**config.mk**
```make
export PLATFORM = sky130hd
export DESIGN_NAME = watchdog_timer_apb
export DESIGN_NICKNAME = d
export VERILOG_FILES = /design/src/rtl/wdt_pkg.sv /design/src/rtl/wdt_core.sv /design/src/rtl/watchdog_timer_apb.sv
export SDC_FILE = /design/constraint.sdc
export NUM_CORES = 1
export LEC_CHECK = 0
export BUFFER_PORTS_ARGS = -buffer_cell sky130_fd_sc_hd__buf_2
export CAP_MARGIN = 40
export CORE_MARGIN = 10
export CORE_UTILIZATION = 47
export CTS_BUF_LIST = sky130_fd_sc_hd__clkbuf_4 sky130_fd_sc_hd__clkbuf_8
export DETAILED_ROUTE_END_ITERATION = 10
export PLACE_DENSITY = 0.7
export RECOVER_POWER = 50
export SYNTH_ARGS = -nofsm -noshare
export SYNTH_HDL_FRONTEND = slang
export SYNTH_HIERARCHICAL = 1
export SYNTH_SLANG_ARGS = --single-unit
```
**constraint.sdc**
```tcl
create_clock -name clk -period 5.5 [get_ports clk]
set_clock_uncertainty 0.1 [all_clocks]
set_input_delay 1.1 -clock clk [delete_from_list [all_inputs] [get_ports clk]]
set_output_delay 1.1 -clock clk [all_outputs]
set_load 0.02 [all_outputs]
```
**src/rtl/wdt_pkg.sv**
```systemverilog
// ----------------------------------------------------------------------------
// wdt_pkg
// Shared types, register codes and helpers for the watchdog timer.
// ----------------------------------------------------------------------------
package wdt_pkg;

  localparam int COUNT_WIDTH = 31;
  localparam int READ_WIDTH  = 31;
  localparam int PULSE_WIDTH = 9;
  localparam int RANGE_BASE  = 16;

  localparam logic [1:0] KIND_TICK  = 2'd0;
  localparam logic [1:0] KIND_WRITE = 2'd1;
  localparam logic [1:0] KIND_READ  = 2'd2;

  localparam logic [2:0] REG_CONTROL = 3'd0;
  localparam logic [2:0] REG_RESTART = 3'd1;
  localparam logic [2:0] REG_COUNT   = 3'd2;
  localparam logic [2:0] REG_STATUS  = 3'd3;
  localparam logic [2:0] REG_CLEAR   = 3'd4;

  localparam logic [1:0] CFG_MODE  = 2'd0;
  localparam logic [1:0] CFG_PULSE = 2'd1;
  localparam logic [1:0] CFG_RANGE = 2'd2;

  localparam logic [7:0] RESTART_KEY = 8'h76;

  localparam logic [PULSE_WIDTH-1:0] PULSE_MAX = PULSE_WIDTH'(1) << 8;

  typedef struct packed {
    logic [1:0] kind;
    logic [2:0] reg_select;
    logic [7:0] write_data;
  } wdt_req_t;

  typedef struct packed {
    logic       response_mode;
    logic [2:0] reset_pulse_code;
    logic [3:0] timeout_range;
  } wdt_cfg_t;

  typedef struct packed {
    logic                  reset_out;
    logic                  irq;
    logic [READ_WIDTH-1:0] read_data;
  } wdt_rsp_t;

  // bit i is set while i < 16 + range; saturates at all ones
  function automatic logic [COUNT_WIDTH-1:0] top_value(input logic [3:0] range);
    logic [COUNT_WIDTH-1:0] top;
    logic [5:0]             lim;
    lim = 6'(RANGE_BASE) + 6'(range);
    for (int i = 0; i < COUNT_WIDTH; i++) begin
      top[i] = (i < int'(lim));
    end
    return top;
  endfunction

  function automatic logic [PULSE_WIDTH-1:0] pulse_len(input logic [2:0] code);
    return PULSE_WIDTH'(1) << (4'(code) + 4'd1);
  endfunction

endpackage

```
**src/rtl/wdt_core.sv**
```systemverilog
// ----------------------------------------------------------------------------
// wdt_core
// Watchdog state: down counter, enable, pending interrupt and reset pulse.
// ----------------------------------------------------------------------------
module wdt_core (
  input  logic              clk,
  input  logic              rst_n,
  input  logic              req_fire,
  input  wdt_pkg::wdt_req_t req,
  input  wdt_pkg::wdt_cfg_t cfg,
  output wdt_pkg::wdt_rsp_t rsp
);

  logic [wdt_pkg::COUNT_WIDTH-1:0] count_r, count_nxt;
  logic                            enabled_r, enabled_nxt;
  logic                            irq_r, irq_nxt;
  logic [wdt_pkg::PULSE_WIDTH-1:0] pulse_r, pulse_nxt;
  logic [wdt_pkg::READ_WIDTH-1:0]  rd;
  logic [wdt_pkg::COUNT_WIDTH-1:0] top;

  assign top = wdt_pkg::top_value(cfg.timeout_range);

  always_comb begin
    count_nxt   = count_r;
    enabled_nxt = enabled_r;
    irq_nxt     = irq_r;
    pulse_nxt   = pulse_r;
    rd          = '0;
    case (req.kind)
      wdt_pkg::KIND_TICK: begin
        if (pulse_r != '0) begin
          pulse_nxt = pulse_r - wdt_pkg::PULSE_WIDTH'(1);
        end
        if (enabled_r) begin
          if (count_r == '0) begin
            if (!cfg.response_mode || irq_r) begin
              pulse_nxt = wdt_pkg::pulse_len(cfg.reset_pulse_code);
            end else begin
              irq_nxt = 1'b1;
            end
            count_nxt = top;
          end else begin
            count_nxt = count_r - wdt_pkg::COUNT_WIDTH'(1);
          end
        end
      end
      wdt_pkg::KIND_WRITE: begin
        case (req.reg_select)
          wdt_pkg::REG_CONTROL: begin
            if (req.write_data[0] && !enabled_r) begin
              enabled_nxt = 1'b1;
              count_nxt   = top;
            end
          end
          wdt_pkg::REG_RESTART: begin
            if (req.write_data == wdt_pkg::RESTART_KEY) begin
              count_nxt = top;
              irq_nxt   = 1'b0;
            end
          end
          default: ;
        endcase
      end
      wdt_pkg::KIND_READ: begin
        case (req.reg_select)
          wdt_pkg::REG_CONTROL: rd = wdt_pkg::READ_WIDTH'({cfg.reset_pulse_code,
                                                          cfg.response_mode, enabled_r});
          wdt_pkg::REG_COUNT:   rd = wdt_pkg::READ_WIDTH'(count_r);
          wdt_pkg::REG_STATUS:  rd = wdt_pkg::READ_WIDTH'(irq_r);
          wdt_pkg::REG_CLEAR:   irq_nxt = 1'b0;
          default: ;
        endcase
      end
      default: ;
    endcase
  end

  assign rsp.read_data = rd;
  assign rsp.irq       = irq_nxt;
  assign rsp.reset_out = (pulse_nxt != '0);

  always_ff @(posedge clk) begin
    if (!rst_n) begin
      count_r   <= wdt_pkg::top_value(4'd0);
      enabled_r <= 1'b0;
      irq_r     <= 1'b0;
      pulse_r   <= '0;
    end else if (req_fire) begin
      count_r   <= count_nxt;
      enabled_r <= enabled_nxt;
      irq_r     <= irq_nxt;
      pulse_r   <= pulse_nxt;
    end
  end

`ifndef SYNTHESIS
  a_enable_sticky: assert property (@(posedge clk) disable iff (!rst_n)
    enabled_r |=> enabled_r)
    else $error("watchdog enable dropped");

  a_pulse_bound: assert property (@(posedge clk) disable iff (!rst_n)
    pulse_r <= wdt_pkg::PULSE_MAX)
    else $error("reset pulse length out of range");

  a_irq_on_tick: assert property (@(posedge clk) disable iff (!rst_n)
    $rose(irq_r) |-> $past(req_fire && req.kind == wdt_pkg::KIND_TICK && enabled_r))
    else $error("interrupt raised outside an enabled tick");
`endif

endmodule

```
**src/rtl/watchdog_timer_apb.sv**
```systemverilog
// An accepted request's result is registered into the output register as the request is accepted.
// Throughput: one request per cycle while the receiver takes results; the output register frees itself as it is taken.
// Reset: synchronous active-low rst_n clears config, enable, interrupt and pulse,
// and loads the counter with the range-zero top value.
// ----------------------------------------------------------------------------
// watchdog_timer_apb
// Watchdog timer with streaming request/result channels and a config port.
// ----------------------------------------------------------------------------
module watchdog_timer_apb (
  input  logic        clk,
  input  logic        rst_n,
  input  logic        in_tvalid,
  output logic        in_tready,
  input  logic [15:0] in_tdata,   // [2:0] reg_select, [10:3] write_data, rest zero
  input  logic [1:0]  in_tuser,   // [1:0] kind
  output logic        out_tvalid,
  input  logic        out_tready,
  output logic [39:0] out_tdata,  // [30:0] read_data, [31] irq, [32] reset_out, rest zero
  input  logic        cfg_valid,
  output logic        cfg_ready,
  input  logic [1:0]  cfg_index,
  input  logic [3:0]  cfg_data
);

  wdt_pkg::wdt_cfg_t cfg_r;
  wdt_pkg::wdt_req_t req;
  wdt_pkg::wdt_rsp_t rsp;
  wdt_pkg::wdt_rsp_t rsp_r;
  logic              out_valid_r;
  logic              in_fire;

  assign cfg_ready = 1'b1;

  always_ff @(posedge clk) begin
    if (!rst_n) begin
      cfg_r <= '0;
    end else if (cfg_valid) begin
      case (cfg_index)
        wdt_pkg::CFG_MODE:  cfg_r.response_mode    <= cfg_data[0];
        wdt_pkg::CFG_PULSE: cfg_r.reset_pulse_code <= cfg_data[2:0];
        wdt_pkg::CFG_RANGE: cfg_r.timeout_range    <= cfg_data;
        default: ;
      endcase
    end
  end

  assign in_tready = !out_valid_r || out_tready;
  assign in_fire   = in_tvalid && in_tready;

  assign req.kind       = in_tuser;
  assign req.reg_select = in_tdata[2:0];
  assign req.write_data = in_tdata[10:3];

  wdt_core u_core (
    .clk      (clk),
    .rst_n    (rst_n),
    .req_fire (in_fire),
    .req      (req),
    .cfg      (cfg_r),
    .rsp      (rsp)
  );

  always_ff @(posedge clk) begin
    if (!rst_n) begin
      out_valid_r <= 1'b0;
    end else if (in_tready) begin
      out_valid_r <= in_tvalid;
    end
    if (in_fire) begin
      rsp_r <= rsp;
    end
  end

  assign out_tvalid = out_valid_r;
  assign out_tdata  = {7'd0, rsp_r.reset_out, rsp_r.irq, rsp_r.read_data};

`ifndef SYNTHESIS
  a_result_follows: assert property (@(posedge clk) disable iff (!rst_n)
    in_fire |=> out_tvalid)
    else $error("accepted request produced no result");

  a_ready_when_empty: assert property (@(posedge clk) disable iff (!rst_n)
    !out_valid_r |-> in_tready)
    else $error("request stalled with empty output register");

  a_hold_stalled: assert property (@(posedge clk) disable iff (!rst_n)
    (out_valid_r && !out_tready) |=> (out_valid_r && $stable(rsp_r)))
    else $error("stalled result changed");
`endif

endmodule

```
Yosys cells after proc, flatten, opt, wreduce, memory -nomap -nowiden:

Cells that the tools add are included.

* $add $sub $neg: 4
* order comparisons: 31
* eq/ne operators: 13
* shifts and indexed selects: 1
* mux-type cells: 19
* reductions and logical operators: 19

Operators by type and width (count)
* $mux 31: 4
* $pmux 31 s2: 2
* $pmux 31 s3: 1
* $lt 5x6->1 const A: 15
* $lt 4x6->1 const A: 8
* $mux 9: 5
* $logic_not 31->1: 1
* $sub 31x1->31 const B: 1
* $lt 3x6->1 const A: 4
* $reduce_bool 9->1: 2
* $lt 1x6->1 const A: 2
* $lt 2x6->1 const A: 2
* $shl 1x4->9 const A: 1
* $sub 9x1->9 const B: 1
* $eq 8x7->1 const B: 1
* $add 5x4->6 const A: 1
* $eq 3x2->1 const B: 2
* $mux 1: 6
* $ne 3x2->1 const B: 2
* $reduce_and 2->1: 3
* $reduce_and 6->1: 1
* $add 3x1->4 const B: 1
* $eq 2x1->1 const B: 2
* $eq 2x2->1 const B: 2
* 12 further kinds: 17

* register bits after elaboration: 84
* input bits: 29
* output and inout port bits: 43
* logic and storage cells: 98

Longest topological paths before layout:

* depth after elaboration: 7
* depth in mapped cells: 9
* mapped depth without buffers: 9

Hierarchy:

Netlist, hierarchy kept.

Modules (own cells, without submodules)
* wdt_core: times used 1, cells an instance 428, area each 3133.0 um2, seq. area each 840.8 um2
* watchdog_timer_apb: times used 1, cells an instance 80, area each 1421.4 um2, seq. area each 1171.1 um2

Worst setup path after synthesis:

OpenSTA, ideal clock, no wires.

* kind: input to register
* from: input port out_tready
* to: register u_core/count_r[12] (netlist bit)
* setup time: 0.129 ns
* arrival time: 3.625 ns
* required time: 5.271 ns
* path slack: 1.646 ns
* stages: 9
* buffers on the path: 2
* cells stage by stage: nand2b_1 > and2_1 > clkbuf_1 > nand2b_1 > a311o_1 > buf_2 > nor4_1 > xnor2_1 > nand2_1

* word-level cells in the longest chain between the ends: 3

Ends and longest elaborated chain
* start: declaration: RTL line watchdog_timer_apb.sv:17 `input logic out_tready,`
* $logic_or 1x1->1: RTL line watchdog_timer_apb.sv:47 `assign in_tready = !out_valid_r || out_tready;`
* $logic_and 1x1->1: RTL line watchdog_timer_apb.sv:48 `assign in_fire = in_tvalid && in_tready;`
* named net in_fire: RTL line watchdog_timer_apb.sv:30 `logic in_fire;`
* $reduce_and 6->1 (no line)
* end signal: assignment: RTL line wdt_core.sv:84 `count_r <= wdt_pkg::top_value(4'd0);`
* end signal: assignment: RTL line wdt_core.sv:89 `count_r <= count_nxt;`
* end: declaration: RTL line wdt_core.sv:14 `logic [wdt_pkg::COUNT_WIDTH-1:0] count_r, count_nxt;`

The timed path passes the listed nets, and every way through them passes these cells.
A chain may end at the register's enable or synchronous reset.

Final worst setup path:

* from: input port out_tready
* to: register u_core/pulse_r[2] (netlist bit)

* word-level cells in the longest chain between the ends: 2

Ends and longest elaborated chain
* $logic_or 1x1->1: RTL line watchdog_timer_apb.sv:47
* $logic_and 1x1->1: RTL line watchdog_timer_apb.sv:48
* named net in_fire: RTL line watchdog_timer_apb.sv:30
* end signal: assignment: RTL line wdt_core.sv:92 `pulse_r <= pulse_nxt;`
* end: declaration: RTL line wdt_core.sv:17 `logic [wdt_pkg::PULSE_WIDTH-1:0] pulse_r, pulse_nxt;`

The timed path passes the listed nets, and every way through them passes these cells.

==> results.yml <==
status:
  outcome: "complete, but fails checks"
  failed_checks: "capacitance limit, slew limit"
layout:
  post-route-util: 0.543
  drive_gt1_frac: 0.111
  multi_input_area_sq_um: 2350
  num-nets-final: 586
  n_fill_cell: 868
  diodes: 0
  synthToLayoutAreaGrowth_pct: 11.3
  seqCellArea_sq_um: 2010
synthesis:
  ys_seq_elements: 84
  ys_dominant_reg_cell: "dfxtp_1"
  synth_xor_area_frac: 0.0173
  synthDistinctLibCells: 67
  synth_edf_count: 33
  yosys.area_share.simple: 0.298
  synth.area.mux_share: 0.0398
  synthAdderAreaFrac: 0.00824
  syn-mean-instance-area_sq_um: 8.97
  yosysSeqAreaShare: 0.442
  syn-cell-area_sq_um: 4550
  ys_async_sr_fraction: 0
  post_synth_inst_count: 508
  synth_top_family_by_area: "simple AND/OR/NAND/NOR gates"
  synth_warnings: 6
  synth-compound-area-share: 0.146
sta:
  max_freq_ghz: 0.249
  fin_crit_ps: 4020
  finalHoldViolCount: 0
  fin_ws_ps: 1480
  slew_violations: 92
  rsz0062_at_grt: "false"
  slew_headroom: -0.651
  post-route-period-util: 0.731
  setup_viol: 0
  tns_ps: 0
  worst_pin_slew_ps: 2480
critical_path:
  crit_slowest_cell: "clkbuf_1"
  worstPathMaxFanout: 49
  crit_arrival_ps: 4170
  critPathRequiredTime_ps: 5650
  critPathCaptureType: "flop"
  path_class: "in -> reg"
  cp_slowest_stage_delay_ps: 1780
  cp-start-kind: "primary input"
  cp_cell_sequence: "buf_2 > nand2b_1 > and2_0 > clkbuf_1 > nand2_1 > o21bai_1 > nand3_1 > o21ai_1"
  ff2ff_setup_slack_ps: 1990
  r2r_cells: 7
global_route:
  grt_pass1_wl_mm: 17.9
  grt_max_degree: 50
  grt_use_total: 0.149
  antenna_found_initial: 0
  grt_pass1_vias: 3793
  gr-total-overflow: 0
floorplanning:
  dieWidth_um: 118
  ios: 72
  start_util: 0.488
  fp.coreArea_sq_um: 9330
  std_cell_rows: 35
  die-area_sq_um: 14000
  die_h_um: 118
clock_tree:
  cts_resized: 0
  clkSinkCount: 84
  cts.clk_slew.worst_paths_ps: 90
  root_buffer: "clkbuf_8"
  clock_path_buffers: 2
  postCtsSetupBuffers: 0
  clk_latency_ps: 370
  htreeDepth: 3
  cts_tree: "built"
  cts_buffers: 9
  cts_hold_buffers: 0
detailed_routing:
  drc: 0
  drt_iter0_drc: 364
  routed_wl_mm: 10.9
  ant_nets: 0
  first_pass_iters: 5
  drt-vias-per-instance: 5.82
  avgRoutedWirePerCell_um: 15.9
  num_vias: 4001
power:
  cellPowerDensity_nw_per_um2: 262
  power.leakage_nw: 1.82
  ir_drop_mv: 0.125
place:
  gp_congestion: 0.971
  hpwl_mm: 7.64
  io_buffers: 58
  dp_worst_setup_slack_ps: 1890
worst_hold_path:
  hold_depth: 2
  hold_class: "reg -> reg"
run:
  drv_cap: 2
-- synthesized netlist by cell type (all sizes together) (2+ instances only) --
| library cell | instances | area share |
|---|---|---|
| and2 | 28 | 0.038 |
| edfxtp | 33 | 0.22 |
| nand3 | 18 | 0.020 |
| o21a | 3 | 0.0049 |
| a211oi | 2 | 0.0044 |
| ha | 3 | 0.0082 |
| nand4 | 6 | 0.012 |
| nor2b | 4 | 0.0055 |
| clkbuf | 18 | 0.015 |
| conb | 2 | 0.0016 |
| and3 | 8 | 0.011 |
| nor4b | 5 | 0.0096 |
| and4 | 2 | 0.0044 |
| xnor2 | 6 | 0.012 |
| inv | 9 | 0.0074 |
| o22ai | 2 | 0.0027 |
| or3 | 11 | 0.015 |
| o21ai | 40 | 0.045 |
| dfxtp | 51 | 0.22 |
| nand2 | 48 | 0.040 |
| xor2 | 3 | 0.0058 |
| a31oi | 14 | 0.019 |
| nor3b | 3 | 0.0049 |
| nor3 | 30 | 0.035 |
| or4 | 8 | 0.015 |
| or2 | 5 | 0.0069 |
| a21oi | 22 | 0.024 |
| a21boi | 4 | 0.0066 |
| o21bai | 2 | 0.0033 |
| nand4b | 2 | 0.0038 |
| nor2 | 36 | 0.030 |
| buf | 17 | 0.025 |
| nor4 | 11 | 0.023 |
| o41ai | 2 | 0.0038 |
| mux2i | 17 | 0.037 |
| o211ai | 5 | 0.0082 |
| nand3b | 4 | 0.0074 |
| nand2b | 10 | 0.014 |
-- through the flow --
| stage | instance area, sq um | hold slack (ps) | cells | power [W] |
|---|---|---|---|---|
| floorplan | 4580 | 332 | 514 | 0.000809 |
| global placement | 4880 | 356 | 670 | 0.000848 |
| detailed placement | 4900 | 359 | 672 | 0.000853 |
| CTS | 5120 | 385 | 688 | 0.00134 |
| global route | 5070 | 414 | 688 | 0.00138 |
| finish | 5070 | 379 | 688 | 0.00133 |
-- worst paths after layout --
path / start / endpoint
worst max-delay path: out_tready / u_core/pulse_r[2]
worst min-delay path: u_core/count_r[20] / u_core/count_r[20]
worst max register to register: out_tvalid / u_core/pulse_r[2]
worst min register to register: u_core/count_r[20] / u_core/count_r[20]
-- flip-flops by register name (all words and copies together), names as in the netlist --
register          cells
out_tvalid            1
u_core/count_r       31
u_core/enabled_r      1
out_tdata            33
u_core/irq_r          1
u_core/pulse_r        9
cfg_r                 8
-- cell type report --
type,instances,area share
sequential,84,0.397
clock buffer,10,0.0259
multi-input combinational,386,0.464
inverter,9,0.00667
clock inverter,6,0.0175
tap,129,0.0319
timing repair buffer,64,0.0570
-- cells by family (layout without fill, tap and decap cells) --
logic type | Yosys count | count (layout)
buffers and inverters | 44 | 89
AOI/OAI and AO/OA | 108 | 108
xor gates and xnor gates | 9 | 9
adders and majority gates | 3 | 3
DFF | 84 | 84
other | 2 | 8
and+or+nand+nor | 240 | 240
muxes | 18 | 18
-- routing by layer --
layer / share of wire / up-vias / GRT usage
li1: - / 1939 / -
met2: 0.45 / 176 / 0.241
met4: 0.020 / 0 / 0.0664
met5: 0 / - / 0
met1: 0.45 / 1865 / 0.182
met3: 0.078 / 21 / 0.0409
-- power breakdown --
part / internal, W / total, W / switching, W
Clock: 0.000261 / 0.000488 / 0.000227
Sequential: 0.000667 / 0.000684 / 0.0000169
Combinational: 0.0000527 / 0.000154 / 0.000101
-- layout by cell type, fill, tap and decap left out, drive strengths merged, types with 8 or more instances in the layout --
cell	Yosys	routed
inv	9	9
o21ai	40	40
or4	8	8
buf	17	25
dfxtp	51	51
a31oi	14	14
mux2i	17	17
nor3	30	30
nand3	18	18
edfxtp	33	33
and2	28	28
a21oi	22	22
conb	2	8
nand2b	10	10
nor4	11	11
clkbuf	18	49
nand2	48	48
nor2	36	36
and3	8	8
or3	11	11
-- critical path, delay by kind of cell --
family                 cells  cell delay [ps]
AOI/OAI and AO/OA          2              390
buffers and inverters      2             1850
and+or+nand+nor            4              810
Note: power is estimated with default switching activity, not from simulation.
